`config.mk`:
```
export PLATFORM = sky130hd
export DESIGN_NAME = dirty_rectangle_table
export DESIGN_NICKNAME = d
export VERILOG_FILES = /design/src/rtl/drt_pkg.sv /design/src/rtl/dirty_rectangle_table.sv /design/src/rtl/drt_ctrl.sv /design/src/rtl/drt_datapath.sv
export SDC_FILE = /design/constraint.sdc
export NUM_CORES = 1
export LEC_CHECK = 0
export BUFFER_PORTS_ARGS = -buffer_cell sky130_fd_sc_hd__buf_2
export CAP_MARGIN = 10
export CELL_PAD_IN_SITES_DETAIL_PLACEMENT = 0
export CELL_PAD_IN_SITES_GLOBAL_PLACEMENT = 1
export CORE_ASPECT_RATIO = 1.5
export CORE_MARGIN = 3
export CORE_UTILIZATION = 56
export CTS_BUF_LIST = sky130_fd_sc_hd__clkbuf_8
export DETAILED_ROUTE_END_ITERATION = 8
export GPL_TIMING_DRIVEN = 0
export HOLD_SLACK_MARGIN = 0.03
export PLACE_DENSITY = 0.87
export SYNTH_ARGS = -nofsm -noshare
export SYNTH_HDL_FRONTEND = slang
export SYNTH_HIERARCHICAL = 1
export SYNTH_SLANG_ARGS = --single-unit
```
`constraint.sdc`:
```
create_clock -name i_clk -period 10.7 [get_ports i_clk]
set_input_delay 0.535 -clock i_clk [delete_from_list [all_inputs] [get_ports i_clk]]
set_output_delay 0.535 -clock i_clk [all_outputs]
set_load 0.01 [all_outputs]
```
`src/rtl/drt_pkg.sv`:
```
`default_nettype none
package drt_pkg;

    // field widths of one rectangle
    localparam int COORD_W = 13;
    localparam int SIZE_W  = 12;
    localparam int EDGE_W  = 14;
    localparam int CFG_W   = 12;
    localparam int POS_W   = 4;
    localparam int TOTAL_W = 5;

    // configuration register indexes
    localparam logic CFG_SCREEN_WIDTH  = 1'b0;
    localparam logic CFG_SCREEN_HEIGHT = 1'b1;

    // configuration reset values
    localparam logic [CFG_W-1:0] SCREEN_WIDTH_RST  = 12'd320;
    localparam logic [CFG_W-1:0] SCREEN_HEIGHT_RST = 12'd200;

    typedef enum logic [1:0] {
        OP_ADD   = 2'd0,
        OP_READ  = 2'd1,
        OP_CLEAR = 2'd2
    } t_opcode;

    typedef enum logic [2:0] {
        ST_ADDED      = 3'd0,
        ST_COVERED    = 3'd1,
        ST_OFFSCREEN  = 3'd2,
        ST_FULL       = 3'd3,
        ST_READ_OK    = 3'd4,
        ST_READ_EMPTY = 3'd5,
        ST_CLEARED    = 3'd6
    } t_status;

    // left sits in the lowest bits
    typedef struct packed {
        logic        [SIZE_W-1:0]  tall;
        logic        [SIZE_W-1:0]  wide;
        logic signed [COORD_W-1:0] top;
        logic signed [COORD_W-1:0] left;
    } t_rect;

    // controller to datapath
    typedef struct packed {
        logic load;       // word accepted: capture it
        logic scan;       // advance the table scan
        logic finish;     // close an add
        logic read_done;  // read data is back
        logic push;       // move result to output register
    } t_cmd;

    // datapath to controller
    typedef struct packed {
        logic scan_done;
        logic out_free;
    } t_sts;

endpackage
`default_nettype wire

```
`src/rtl/dirty_rectangle_table.sv`:
```
`default_nettype none
// Ordered table of screen rectangles awaiting redraw. Words on the slave
// stream carry an opcode in tuser (add, read, clear); one result word per
// input word comes out on the master stream with its status in tuser.
// An add scans the stored entries one per cycle through a single-port
// read of the table memory, dropping the new rectangle when an entry
// encloses it, removing entries it strictly encloses and compacting the
// rest in place, then appends it if the table is not full; an offscreen
// add skips the scan. The next word is taken while the previous result
// waits at the output register. Screen size registers are written on the
// cfg channel (index 0 width, 1 height); the user must write them only
// while the block is idle, and the block itself does not enforce this.
module dirty_rectangle_table #(
    parameter int TABLE_DEPTH = 16
) (
    input  wire         i_clk,
    input  wire         i_rst_n,
    // slave stream
    input  wire         i_s_tvalid,
    output logic        o_s_tready,
    input  wire  [55:0] i_s_tdata,   // rect_left, rect_top, rect_wide, rect_tall, position
    input  wire  [1:0]  i_s_tuser,   // opcode
    // master stream
    output logic        o_m_tvalid,
    input  wire         i_m_tready,
    output logic [55:0] o_m_tdata,   // out_left, out_top, out_wide, out_tall, entry_total
    output logic [2:0]  o_m_tuser,   // status
    // configuration writes
    input  wire         i_cfg_valid,
    output logic        o_cfg_ready,
    input  wire         i_cfg_index,
    input  wire  [11:0] i_cfg_data
);
    import drt_pkg::*;

    t_cmd             cmd;
    t_sts             sts;
    t_opcode          op;
    t_rect            in_rect;
    t_status          out_status;
    t_rect            out_rect;
    logic [TOTAL_W-1:0] out_total;

    assign op          = t_opcode'(i_s_tuser);
    assign in_rect     = t_rect'(i_s_tdata[49:0]);
    assign o_cfg_ready = 1'b1;

    drt_ctrl u_ctrl (
        .i_clk   (i_clk),
        .i_rst_n (i_rst_n),
        .i_valid (i_s_tvalid),
        .i_op    (op),
        .i_sts   (sts),
        .o_ready (o_s_tready),
        .o_cmd   (cmd)
    );

    drt_datapath #(
        .TABLE_DEPTH (TABLE_DEPTH)
    ) u_datapath (
        .i_clk        (i_clk),
        .i_rst_n      (i_rst_n),
        .i_cmd        (cmd),
        .o_sts        (sts),
        .i_op         (op),
        .i_rect       (in_rect),
        .i_position   (i_s_tdata[53:50]),
        .i_cfg_valid  (i_cfg_valid),
        .i_cfg_index  (i_cfg_index),
        .i_cfg_data   (i_cfg_data),
        .i_out_ready  (i_m_tready),
        .o_out_valid  (o_m_tvalid),
        .o_out_status (out_status),
        .o_out_rect   (out_rect),
        .o_out_total  (out_total)
    );

    assign o_m_tdata = {1'b0, out_total, out_rect};
    assign o_m_tuser = out_status;

endmodule
`default_nettype wire

```
`src/rtl/drt_ctrl.sv`:
```
`default_nettype none
module drt_ctrl (
    input  wire             i_clk,
    input  wire             i_rst_n,
    input  wire             i_valid,
    input  drt_pkg::t_opcode i_op,
    input  drt_pkg::t_sts   i_sts,
    output logic            o_ready,
    output drt_pkg::t_cmd   o_cmd
);
    import drt_pkg::*;

    typedef enum logic [2:0] {
        S_IDLE,
        S_SCAN,
        S_FIN,
        S_RDW,
        S_OUT
    } t_state;

    t_state r_state;
    t_state n_state;
    logic   accept;

    assign o_ready = (r_state == S_IDLE);
    assign accept  = i_valid && o_ready;

    // next state and commands
    always_comb begin
        n_state = r_state;
        o_cmd   = '0;
        case (r_state)
            S_IDLE: begin
                o_cmd.load = accept;
                if (accept) begin
                    case (i_op)
                        OP_ADD:  n_state = S_SCAN;
                        OP_READ: n_state = S_RDW;
                        default: n_state = S_OUT;
                    endcase
                end
            end
            S_SCAN: begin
                o_cmd.scan = !i_sts.scan_done;
                if (i_sts.scan_done) n_state = S_FIN;
            end
            S_FIN: begin
                o_cmd.finish = 1'b1;
                n_state      = S_OUT;
            end
            S_RDW: begin
                o_cmd.read_done = 1'b1;
                n_state         = S_OUT;
            end
            S_OUT: begin
                o_cmd.push = i_sts.out_free;
                if (i_sts.out_free) n_state = S_IDLE;
            end
            default: n_state = S_IDLE;
        endcase
    end

    always_ff @(posedge i_clk) begin
        if (!i_rst_n) begin
            r_state <= S_IDLE;
        end else begin
            r_state <= n_state;
        end
    end

endmodule
`default_nettype wire

```
`src/rtl/drt_datapath.sv`:
```
`default_nettype none
module drt_datapath #(
    parameter int TABLE_DEPTH = 16
) (
    input  wire                          i_clk,
    input  wire                          i_rst_n,
    input  drt_pkg::t_cmd                i_cmd,
    output drt_pkg::t_sts                o_sts,
    input  drt_pkg::t_opcode             i_op,
    input  drt_pkg::t_rect               i_rect,
    input  wire [drt_pkg::POS_W-1:0]     i_position,
    input  wire                          i_cfg_valid,
    input  wire                          i_cfg_index,
    input  wire [drt_pkg::CFG_W-1:0]     i_cfg_data,
    input  wire                          i_out_ready,
    output logic                         o_out_valid,
    output drt_pkg::t_status             o_out_status,
    output drt_pkg::t_rect               o_out_rect,
    output logic [drt_pkg::TOTAL_W-1:0]  o_out_total
);
    import drt_pkg::*;

    localparam int CW   = $clog2(TABLE_DEPTH + 1);
    localparam int IW   = $clog2(TABLE_DEPTH);
    localparam int CMPW = (CW > POS_W) ? CW : POS_W;
    localparam int RW   = $bits(t_rect);

    // rectangle table
    logic [RW-1:0] r_mem [TABLE_DEPTH];
    logic [RW-1:0] r_rdata;

    // configuration
    logic [CFG_W-1:0] r_width;
    logic [CFG_W-1:0] r_height;

    // scan state
    logic [CW-1:0]             r_count;
    logic [CW-1:0]             r_rd;
    logic [CW-1:0]             r_wp;
    logic                      r_pend;
    logic                      r_cover;
    logic                      r_off;
    logic                      r_hit;
    t_rect                     r_new;
    logic signed [EDGE_W-1:0]  r_right;
    logic signed [EDGE_W-1:0]  r_bottom;

    // pending result and output register
    t_status          r_res_status;
    t_rect            r_res_rect;
    logic             r_out_valid;
    t_status          r_out_status;
    t_rect            r_out_rect;
    logic [CW-1:0]    r_out_count;
    logic [CW+TOTAL_W-1:0] total_ext;

    t_rect                    e_rect;
    logic signed [EDGE_W-1:0] e_right;
    logic signed [EDGE_W-1:0] e_bottom;
    logic                     covers;
    logic                     strict;
    logic                     step;
    logic                     eval;
    logic                     full;
    logic                     append;
    logic                     wen;
    logic [IW-1:0]            waddr;
    logic [RW-1:0]            wdata;
    logic [IW-1:0]            raddr;

    // compare the entry just read against the new rectangle
    always_comb begin
        e_rect   = t_rect'(r_rdata);
        e_right  = $signed({e_rect.left[COORD_W-1], e_rect.left})
                 + $signed({2'b00, e_rect.wide});
        e_bottom = $signed({e_rect.top[COORD_W-1], e_rect.top})
                 + $signed({2'b00, e_rect.tall});
        covers   = (e_rect.left <= r_new.left) && (e_rect.top <= r_new.top)
                && (e_right >= r_right) && (e_bottom >= r_bottom);
        strict   = (e_rect.left > r_new.left) && (e_rect.top > r_new.top)
                && (e_right < r_right) && (e_bottom < r_bottom);
    end

    assign step   = i_cmd.scan && !r_off;
    assign eval   = step && r_pend;
    assign full   = (r_wp >= CW'(TABLE_DEPTH));
    assign append = i_cmd.finish && !r_off && !r_cover && !full;

    // write port: compaction copy or append
    assign wen   = (eval && (r_cover || !strict)) || append;
    assign waddr = r_wp[IW-1:0];
    assign wdata = append ? RW'(r_new) : r_rdata;
    assign raddr = i_cmd.load ? IW'(i_position) : r_rd[IW-1:0];

    always_ff @(posedge i_clk) begin
        if (wen) r_mem[waddr] <= wdata;
        r_rdata <= r_mem[raddr];
    end

    assign o_sts.scan_done = r_off || ((r_rd == r_count) && !r_pend);
    assign o_sts.out_free  = !r_out_valid || i_out_ready;

    // control registers
    always_ff @(posedge i_clk) begin
        if (!i_rst_n) begin
            r_width     <= SCREEN_WIDTH_RST;
            r_height    <= SCREEN_HEIGHT_RST;
            r_count     <= '0;
            r_rd        <= '0;
            r_wp        <= '0;
            r_pend      <= 1'b0;
            r_cover     <= 1'b0;
            r_off       <= 1'b0;
            r_out_valid <= 1'b0;
        end else begin
            if (i_cfg_valid) begin
                if (i_cfg_index == CFG_SCREEN_WIDTH) r_width <= i_cfg_data;
                else                                 r_height <= i_cfg_data;
            end
            if (i_cmd.load) begin
                r_rd    <= '0;
                r_wp    <= '0;
                r_pend  <= 1'b0;
                r_cover <= 1'b0;
                r_off   <= (i_rect.left >= $signed({1'b0, r_width}))
                        || (i_rect.top >= $signed({1'b0, r_height}));
                if (i_op == OP_CLEAR) r_count <= '0;
            end
            // issue one read and retire one entry per cycle
            if (step) begin
                if (r_rd < r_count) begin
                    r_rd   <= r_rd + 1'b1;
                    r_pend <= 1'b1;
                end else begin
                    r_pend <= 1'b0;
                end
                if (eval) begin
                    if (covers) r_cover <= 1'b1;
                    if (r_cover || !strict) r_wp <= r_wp + 1'b1;
                end
            end
            if (i_cmd.finish && !r_off) begin
                r_count <= append ? r_wp + 1'b1 : r_wp;
            end
            if (i_cmd.push)           r_out_valid <= 1'b1;
            else if (i_out_ready)     r_out_valid <= 1'b0;
        end
    end

    // payload registers
    always_ff @(posedge i_clk) begin
        if (i_cmd.load) begin
            r_new    <= i_rect;
            r_right  <= $signed({i_rect.left[COORD_W-1], i_rect.left})
                      + $signed({2'b00, i_rect.wide});
            r_bottom <= $signed({i_rect.top[COORD_W-1], i_rect.top})
                      + $signed({2'b00, i_rect.tall});
            r_hit    <= (CMPW'(i_position) < CMPW'(r_count));
            r_res_rect <= '0;
            case (i_op)
                OP_CLEAR: r_res_status <= ST_CLEARED;
                default:  r_res_status <= ST_READ_EMPTY;
            endcase
        end
        if (i_cmd.finish) begin
            if (r_off)        r_res_status <= ST_OFFSCREEN;
            else if (r_cover) r_res_status <= ST_COVERED;
            else if (full)    r_res_status <= ST_FULL;
            else              r_res_status <= ST_ADDED;
        end
        if (i_cmd.read_done) begin
            r_res_status <= r_hit ? ST_READ_OK : ST_READ_EMPTY;
            r_res_rect   <= r_hit ? e_rect : '0;
        end
        if (i_cmd.push) begin
            r_out_status <= r_res_status;
            r_out_rect   <= r_res_rect;
            r_out_count  <= r_count;
        end
    end

    // entry_total is the low bits of the count
    assign total_ext    = {{TOTAL_W{1'b0}}, r_out_count};
    assign o_out_valid  = r_out_valid;
    assign o_out_status = r_out_status;
    assign o_out_rect   = r_out_rect;
    assign o_out_total  = total_ext[TOTAL_W-1:0];

`ifndef NO_ASSERTIONS
    a_wp_behind_rd: assert property (@(posedge i_clk) disable iff (!i_rst_n)
        r_wp <= r_rd)
        else $error("compaction pointer passed scan pointer");
    a_count_range: assert property (@(posedge i_clk) disable iff (!i_rst_n)
        r_count <= CW'(TABLE_DEPTH))
        else $error("entry count above table depth");
    a_scan_in_range: assert property (@(posedge i_clk) disable iff (!i_rst_n)
        i_cmd.scan |-> (r_rd <= r_count))
        else $error("scan pointer beyond stored entries");
    a_append_count: assert property (@(posedge i_clk) disable iff (!i_rst_n)
        append |=> (r_count == $past(r_wp) + 1'b1))
        else $error("append did not grow the table by one");
`endif

endmodule
`default_nettype wire
```
==> impl_metrics.json, run 1 <==
{
  "status": "complete, no violations",
  "hold_start": "i_s_tdata[11]",
  "min_period_ns": 6.37,
  "fin_crit_sh": 0.595,
  "fin_nets": 3281,
  "cpLargestDelayFamily": "compound AO/OA/AOI/OAI gates",
  "cp-end-kind": "flop",
  "path_buf_inv": 4,
  "p_per_area_nw_per_um2": 181,
  "drt.antenna.violating_nets": 0,
  "synth_most_common_cell": "edfxtp_1",
  "worst-setup-path-type": "reg -> reg",
  "syn_inst": 2626,
  "dpl_worst_slack_ns": 4.50,
  "async_reset_ff_frac": 0,
  "reg2reg_from": "u_datapath/e_rect[26]$_DFF_P_",
  "row_count": 125,
  "wl_per_cell_um": 26.8,
  "synth_nets": 2845,
  "die_area_sq_um": 82800,
  "setup_slack_ns": 4.33,
  "relSlewSlack": 0.145,
  "whs_ns": 0.0914,
  "drtIter0Drc": 2755,
  "ys_seq_elements": 1086,
  "syn_area_sq_um": 44400,
  "startpoint_type": "flop",
  "postSynthAreaPerCell_sq_um": 16.9,
  "skew_ns": 0.0417,
  "synth_flop_cell": "edfxtp_1",
  "fin_util": 0.658,
  "cts_tree": "done",
  "dp_hpwl_mm": 79.7,
  "seq_area_frac_synth": 0.713,
  "first_global_vias": 27100,
  "hold_violations": 0,
  "synth_edf_count": 990,
  "via_per_inst": 6.18,
  "overflow": 0,
  "grt_setup_unrepaired": "no",
  "track_usage": 0.275,
  "hp-class": "in -> reg",
  "synth.area.top_cells": "edfxtp_1 67%, mux4_2 10%, dfxtp_1 4.3%",
  "antenna_found_initial": 6,
  "setup_viol": 0,
  "cts.sinks": 1086,
  "drive_gt1_frac": 0.210,
  "cts_buffer_depth": 3,
  "clock_latency_ns": 0.83,
  "ios": 138,
  "yosysWarningCount": 6,
  "ir_drop_mv": 0.126,
  "cp.arrival_ns": 6.87,
  "holdPathStages": 1,
  "netlist.area_leader.share": 0.669,
  "r2r-end": "u_datapath/r_mem[5][20]$_DFFE_PP_",
  "routed_wl_mm": 113,
  "placed_area_sq_um": 47700,
  "syn_to_final_growth_pct": 15.6,
  "worstPathMaxFanout": 21,
  "max_cap_viol_count": 0,
  "start_util": 0.569,
  "grt_pass1_wl_mm": 168,
  "clkTransAtPathRegs_ns": 0.07,
  "yosysUniqueCellTypes": 73,
  "r2r_setup_slack_ns": 4.33,
  "grt_max_degree": 65,
  "cts_resized": 0,
  "cp_slowest_cell": "a21oi_4",
  "finalNonFillerCells": 4210,
  "cp.required_ns": 11.21,
  "cts_max_level": 4,
  "route.detailed.drc": 0,
  "firstDrtPassIters": 8,
  "worst_slew_pin_slew_ns": 1.28,
  "fillCellCount": 5080,
  "place_inst": 3851,
  "fp.dieH_um": 351,
  "worstPathCellList": "ha_1 > fa_1 > a21oi_1 > o21bai_1 > a21oi_1 > o21ai_0 > a41oi_1 > a21oi_1 > xor2_1 > ha_1 > and4_1 > nand3_1 > a31oi_1 > o32a_1 > a2111oi_4 > o21a_1 > buf_6 > buf_8 > a21oi_4 > buf_12 > buf_16",
  "numCtsBuffers": 156,
  "min_to": "u_datapath/r_new[11]$_DFFE_PP_",
  "gp_congestion": 0.880,
  "r2r_cells": 21,
  "slowest_delay_ns": 0.78,
  "p_leak_nw": 18.3,
  "slew_violations": 0,
  "design_area_sq_um": 51300,
  "synth_common_cells": "990 x edfxtp_1, 274 x nand2_1, 200 x mux4_2",
  "core_sq_um": 78000,
  "yosysTopAreaCell": "edfxtp_1",
  "port_buffers": 133,
  "root_buffer": "clkbuf_8",
  "max_freq_ghz": 0.157,
  "critPathMostFrequentCell": "a21oi_1",
  "die_w_um": 236,
  "num_vias": 26000
}
## worst max path at each step
stage / slack [ns] / from / endpoint / depth (start not counted)
floorplan: 3.00 / u_datapath/e_rect[13]$_DFF_P_ / u_datapath/r_mem[10][0]$_DFFE_PP_ / 17
global placement: -1.40 / u_datapath/e_rect[26]$_DFF_P_ / u_datapath/r_mem[10][46]$_DFFE_PP_ / 18
detailed placement: 4.50 / u_datapath/e_rect[26]$_DFF_P_ / u_datapath/r_mem[5][20]$_DFFE_PP_ / 21
CTS: 4.47 / u_datapath/e_rect[26]$_DFF_P_ / u_datapath/r_mem[5][27]$_DFFE_PP_ / 21
global route: 4.11 / u_datapath/e_rect[26]$_DFF_P_ / u_datapath/r_mem[5][20]$_DFFE_PP_ / 21
finish: 4.33 / u_datapath/e_rect[26]$_DFF_P_ / u_datapath/r_mem[5][20]$_DFFE_PP_ / 21
## layout by cell type (no fill, tap or decap), types with 17 or more instances in the layout
| master | instances |
|---|---|
| edfxtp_1 | 990 |
| nand2_1 | 274 |
| mux4_2 | 200 |
| inv_1 | 166 |
| clkbuf_8 | 164 |
| buf_2 | 159 |
| ha_1 | 139 |
| dfxtp_1 | 96 |
| clkbuf_1 | 77 |
| a21oi_1 | 75 |
| dlygate4sd3_1 | 68 |
| a31oi_1 | 56 |
| and3_1 | 56 |
| and2_1 | 55 |
| a211oi_1 | 55 |
| clkinv_1 | 47 |
| nor2_1 | 39 |
| xnor2_1 | 32 |
| nor2b_1 | 28 |
| o21ai_0 | 27 |
| nand3_1 | 27 |
| buf_8 | 27 |
| buf_4 | 25 |
| o21ai_1 | 25 |
| a21o_1 | 21 |
| nor3_1 | 18 |
| buf_12 | 17 |
## cell families (layout without fill, tap and decap cells)
logic type,count (synthesis),count (layout),synth area share
XOR/XNOR,45,45,0.00887
AND/OR/NAND/NOR,548,548,0.0596
adder cells (fa/ha/maj),143,143,0.0410
other,2,6,0.000169
AO/OA/AOI/OAI,359,359,0.0532
flip-flops,1086,1086,0.713
multiplexers,205,205,0.103
buffers and inverters,238,802,0.0219
## final cells by class
type | count | area (sq um) | area share
diodes | 4 | 10.0 | 0.000195
plain buffers | 116 | 514 | 0.0100
clock buffers | 164 | 2260 | 0.0440
clock inverters | 122 | 677 | 0.0132
inverters | 122 | 458 | 0.00892
multi-input cells | 1302 | 12000 | 0.234
flip-flops and latches | 1086 | 31700 | 0.616
well taps | 1016 | 1270 | 0.0248
repair buffers | 278 | 2500 | 0.0486
## where the power goes
part	internal, mW	total [mW]	switching [mW]
logic	0.461	1.22	0.762
registers	4.89	4.98	0.0976
clock network	1.55	3.10	1.55
total	6.90	9.31	2.41
## state kept, by name, summed over array words and instances, names as in the netlist
name and flops:
u_datapath/r_mem 800, u_datapath/e_rect 50, u_datapath/o_out_rect 50, u_datapath/r_new 50, u_datapath/r_res_rect 50, u_datapath/r_bottom 14
u_datapath/r_right 14, u_datapath/r_height 12, u_datapath/r_width 12, u_datapath/o_out_total 5, u_datapath/r_count 5, u_datapath/r_rd 5
u_datapath/r_wp 5, u_ctrl/r_state 3, u_datapath/o_out_status 3, u_datapath/r_res_status 3, u_datapath/o_out_valid 1, u_datapath/r_cover 1
u_datapath/r_hit 1, u_datapath/r_off 1, u_datapath/r_pend 1
## through the flow
stage / TNS (ns) / power (mW)
after floorplan: 0 / 5.80
after global placement: -456.26 / 6.18
after detailed placement: 0 / 6.26
after CTS: 0 / 9.35
after global routing: 0 / 9.66
final: 0 / 9.31
## per-layer routing
| layer | wire (um) | up-vias | GRT usage |
|---|---|---|---|
| met4 | 5330 | 2 | 0.133 |
| met1 | 40800 | 13200 | 0.338 |
| met5 | 13 | - | 0 |
| met3 | 8990 | 267 | 0.0557 |
| li1 | - | 11200 | - |
| met2 | 57700 | 1351 | 0.468 |
## what timing repair did
action | in CTS | in global routing
buffers inserted | 0 | 0
hold endpoints to repair | 75 | 0
hold buffers | 68 | 0
Note: power is estimated with default switching activity, not from simulation.
==> run 2: changes to the inputs <==
Settings changed: ABC_AREA set to 1, CORE_UTILIZATION 56 to 48, PLACE_DENSITY 0.87 to 0.83.
Clock period 10.7 ns to 5.3 ns, I/O delays scaled along.
==> run 2 against run 1 <==
Against the previous run:
- fmax is 26% higher
- critical endpoint is now u_datapath/r_mem[14][27]$_DFFE_PP_
- die area grew 24%
- total power grew to 2.6 times the previous value
- cell count grew 40%
- hold slack gained 0.073 ns
==> impl_metrics.json, run 2 <==
{
  "clkTransAtPathRegs_ns": 0.06,
  "syn_area_sq_um": 47500,
  "routed_wl_mm": 144,
  "worst_slew_pin_slew_ns": 1.28,
  "fillCellCount": 7957,
  "relSlewSlack": 0.147,
  "r2r_cells": 25,
  "start_util": 0.487,
  "async_reset_ff_frac": 0,
  "worst-setup-path-type": "reg -> reg",
  "final_cell_mix": "990 x edfxtp_1, 703 x inv_1, 491 x nand2_1",
  "setup_slack_ns": 0.256,
  "die_w_um": 263,
  "root_buffer": "clkbuf_8",
  "num_vias": 32900,
  "grt_setup_unrepaired": "no",
  "wl_per_cell_um": 24.5,
  "synth_edf_count": 990,
  "switching_share": 0.337,
  "seq_area_frac_synth": 0.666,
  "firstDrtPassIters": 6,
  "startpoint_type": "flop",
  "synth_most_common_cell": "edfxtp_1",
  "whs_ns": 0.164,
  "drt.antenna.violating_nets": 0,
  "numCtsBuffers": 161,
  "fin_crit_sh": 0.952,
  "netlist.area_leader.share": 0.626,
  "synth_nets": 4207,
  "status": "complete, no violations",
  "setup_viol": 0,
  "p_leak_nw": 21.5,
  "final_common_cell": "edfxtp_1",
  "cp_slowest_cell": "nor2_4",
  "drtIter0Drc": 3360,
  "via_per_inst": 5.59,
  "synth_common_cells": "990 x edfxtp_1, 652 x inv_1, 492 x nand2_1",
  "worstPathMaxFanout": 22,
  "cts_buffer_depth": 3,
  "max_cap_viol_count": 0,
  "slowest_delay_ns": 0.58,
  "p_switching_mw": 8.11,
  "pwr-share-comb": 0.270,
  "fp.dieH_um": 391,
  "r2r_setup_slack_ns": 0.26,
  "cts_resized": 0,
  "m1WireLength_mm": 51.0,
  "clkPwrFrac": 0.269,
  "overflow": 0,
  "track_usage": 0.276,
  "syn_to_final_growth_pct": 16.0,
  "syn_inst": 3988,
  "largest_reg_flops": 800,
  "antenna_found_initial": 9,
  "grt_max_degree": 32,
  "gp_congestion": 0.928,
  "routed.top_layer": "met5",
  "cp.required_ns": 5.83,
  "yosysTopAreaCell": "edfxtp_1",
  "synth.area.top_cells": "edfxtp_1 63%, inv_1 5.2%, dfxtp_1 4.0%",
  "hp-class": "in -> reg",
  "max_freq_ghz": 0.198,
  "slew_violations": 0,
  "regArea_sq_um": 31700,
  "r2r-end": "u_datapath/r_mem[14][27]$_DFFE_PP_",
  "route.detailed.drc": 0,
  "ys_seq_elements": 1086,
  "core_sq_um": 97600,
  "yosysWarningCount": 6,
  "ios": 138,
  "min_period_ns": 5.04,
  "die_area_sq_um": 103000,
  "critPathMostFrequentCell": "nand2_1",
  "row_count": 140,
  "dr_wl_met2_mm": 71.3,
  "largest-register": "u_datapath/r_mem",
  "hold_violations": 0,
  "fin_nets": 4678,
  "crit_start": "u_datapath/e_rect[38]$_DFF_P_",
  "synth_flop_cell": "edfxtp_1",
  "sequentialPowerShare": 0.462,
  "clock_latency_ns": 0.88,
  "fin_util": 0.565,
  "cp.arrival_ns": 5.58,
  "cts.sinks": 1086,
  "grt_pass1_wl_mm": 206,
  "first_global_vias": 32400,
  "cts_max_level": 4,
  "dp_hpwl_mm": 103,
  "dr_wl_met3_mm": 11.4,
  "port_buffers": 133,
  "multiInputGateArea_sq_um": 12500,
  "fin_setup_tns_ns": 0,
  "skew_ns": 0.0451,
  "crit_end": "u_datapath/r_mem[14][27]$_DFFE_PP_",
  "cts_tree": "done",
  "dpl_worst_slack_ns": 0.112,
  "cp-end-kind": "flop",
  "reg2reg_from": "u_datapath/e_rect[38]$_DFF_P_",
  "ir_drop_mv": 0.290,
  "p_int_mw": 16.0,
  "p_per_area_nw_per_um2": 437,
  "postSynthAreaPerCell_sq_um": 11.9,
  "yosysUniqueCellTypes": 49,
  "drive_gt1_frac": 0.180
}
-- run 2: cell types whose count changed after synthesis, sizes merged, moves of 195 or more --
cell    before  now
a21oi       84  318
inv        121  661
mux4       200    0
nand2      274  502
nand3       27  352
o211ai      13  208
o21ai       52  300
-- run 2: cell type report --
class,instances,share of cell area
sequential,1086,0.574
multi-input combinational,2051,0.226
timing repair buffer,308,0.0503
inverter,662,0.0451
clock buffer,171,0.0427
tap,1278,0.0290
buffer,189,0.0198
clock inverter,122,0.0121
antenna,10,0.000454
-- run 2: worst min-delay path by stage --
stage                                                        from                              endpoint  slack [ns]  depth (start not counted)
after floorplan                                      i_s_tdata[0]         u_datapath/r_new[0]$_DFFE_PP_        0.36                          0
after global placement       u_datapath/r_res_status[0]$_DFFE_PP_  u_datapath/o_out_status[0]$_DFFE_PP_        0.40                          0
after detailed placement  u_datapath/r_res_rect[41]$_SDFFCE_PN0P_   u_datapath/o_out_rect[41]$_DFFE_PP_        0.40                          0
after CTS                                           i_s_tdata[38]        u_datapath/r_new[38]$_DFFE_PP_         0.1                          2
after global routing                                i_s_tdata[38]        u_datapath/r_new[38]$_DFFE_PP_        0.13                          2
final                                               i_s_tdata[38]        u_datapath/r_new[38]$_DFFE_PP_        0.16                          2
-- run 2: cell families after synthesis --
| kind of cell | share of synthesized area |
|---|---|
| adders and majority gates | 0.0383 |
| and+or+nand+nor | 0.0937 |
| AOI/OAI and AO/OA | 0.117 |
| xor gates and xnor gates | 0.00904 |
| buffers and inverters | 0.0753 |
| DFF | 0.666 |
| other | 0.000158 |
-- run 2: layer usage --
metal | up-vias | GRT usage
li1 | 14900 | -
met1 | 15900 | 0.318
met2 | 1617 | 0.471
met3 | 449 | 0.0507
met4 | 2 | 0.186
met5 | - | 0
-- run 2: stage by stage --
step / total power [mW] / cell area [sq um] / instances
after floorplan: 14.9 / 47500 / 3988
after global placement: 17.2 / 49800 / 5399
after detailed placement: 17.6 / 51100 / 5480
final: 24.1 / 55100 / 5877
after CTS: 24.1 / 55000 / 5856
after global routing: 25.1 / 55100 / 5870
-- run 2: power by group through the flow --
stage / clock network [mW] / registers (mW) / logic, mW
after CTS: 6.57 / 11.1 / 6.39
after global placement: 0 / 11.4 / 5.83
after global routing: 6.95 / 11.1 / 7.05
after floorplan: 0 / 11.1 / 3.83
after detailed placement: 0 / 11.3 / 6.31
final: 6.46 / 11.1 / 6.49
-- run 2: timing repair --
item / in CTS / in global routing
setup buffers: 0 / 11
hold buffers: 83 / 0
endpoints found under the setup margin: 0 / 119
endpoints found under the hold margin: 145 / 0
-- run 2: worst max-delay path: cells and delay by family (launching register included) --
family / cells / cell delay, ns
AOI/OAI and AO/OA: 5 / 0.88
xor gates and xnor gates: 1 / 0.14
adders and majority gates: 3 / 1.01
buffers and inverters: 1 / 0.27
DFF: 1 / 0.46
and+or+nand+nor: 15 / 1.91
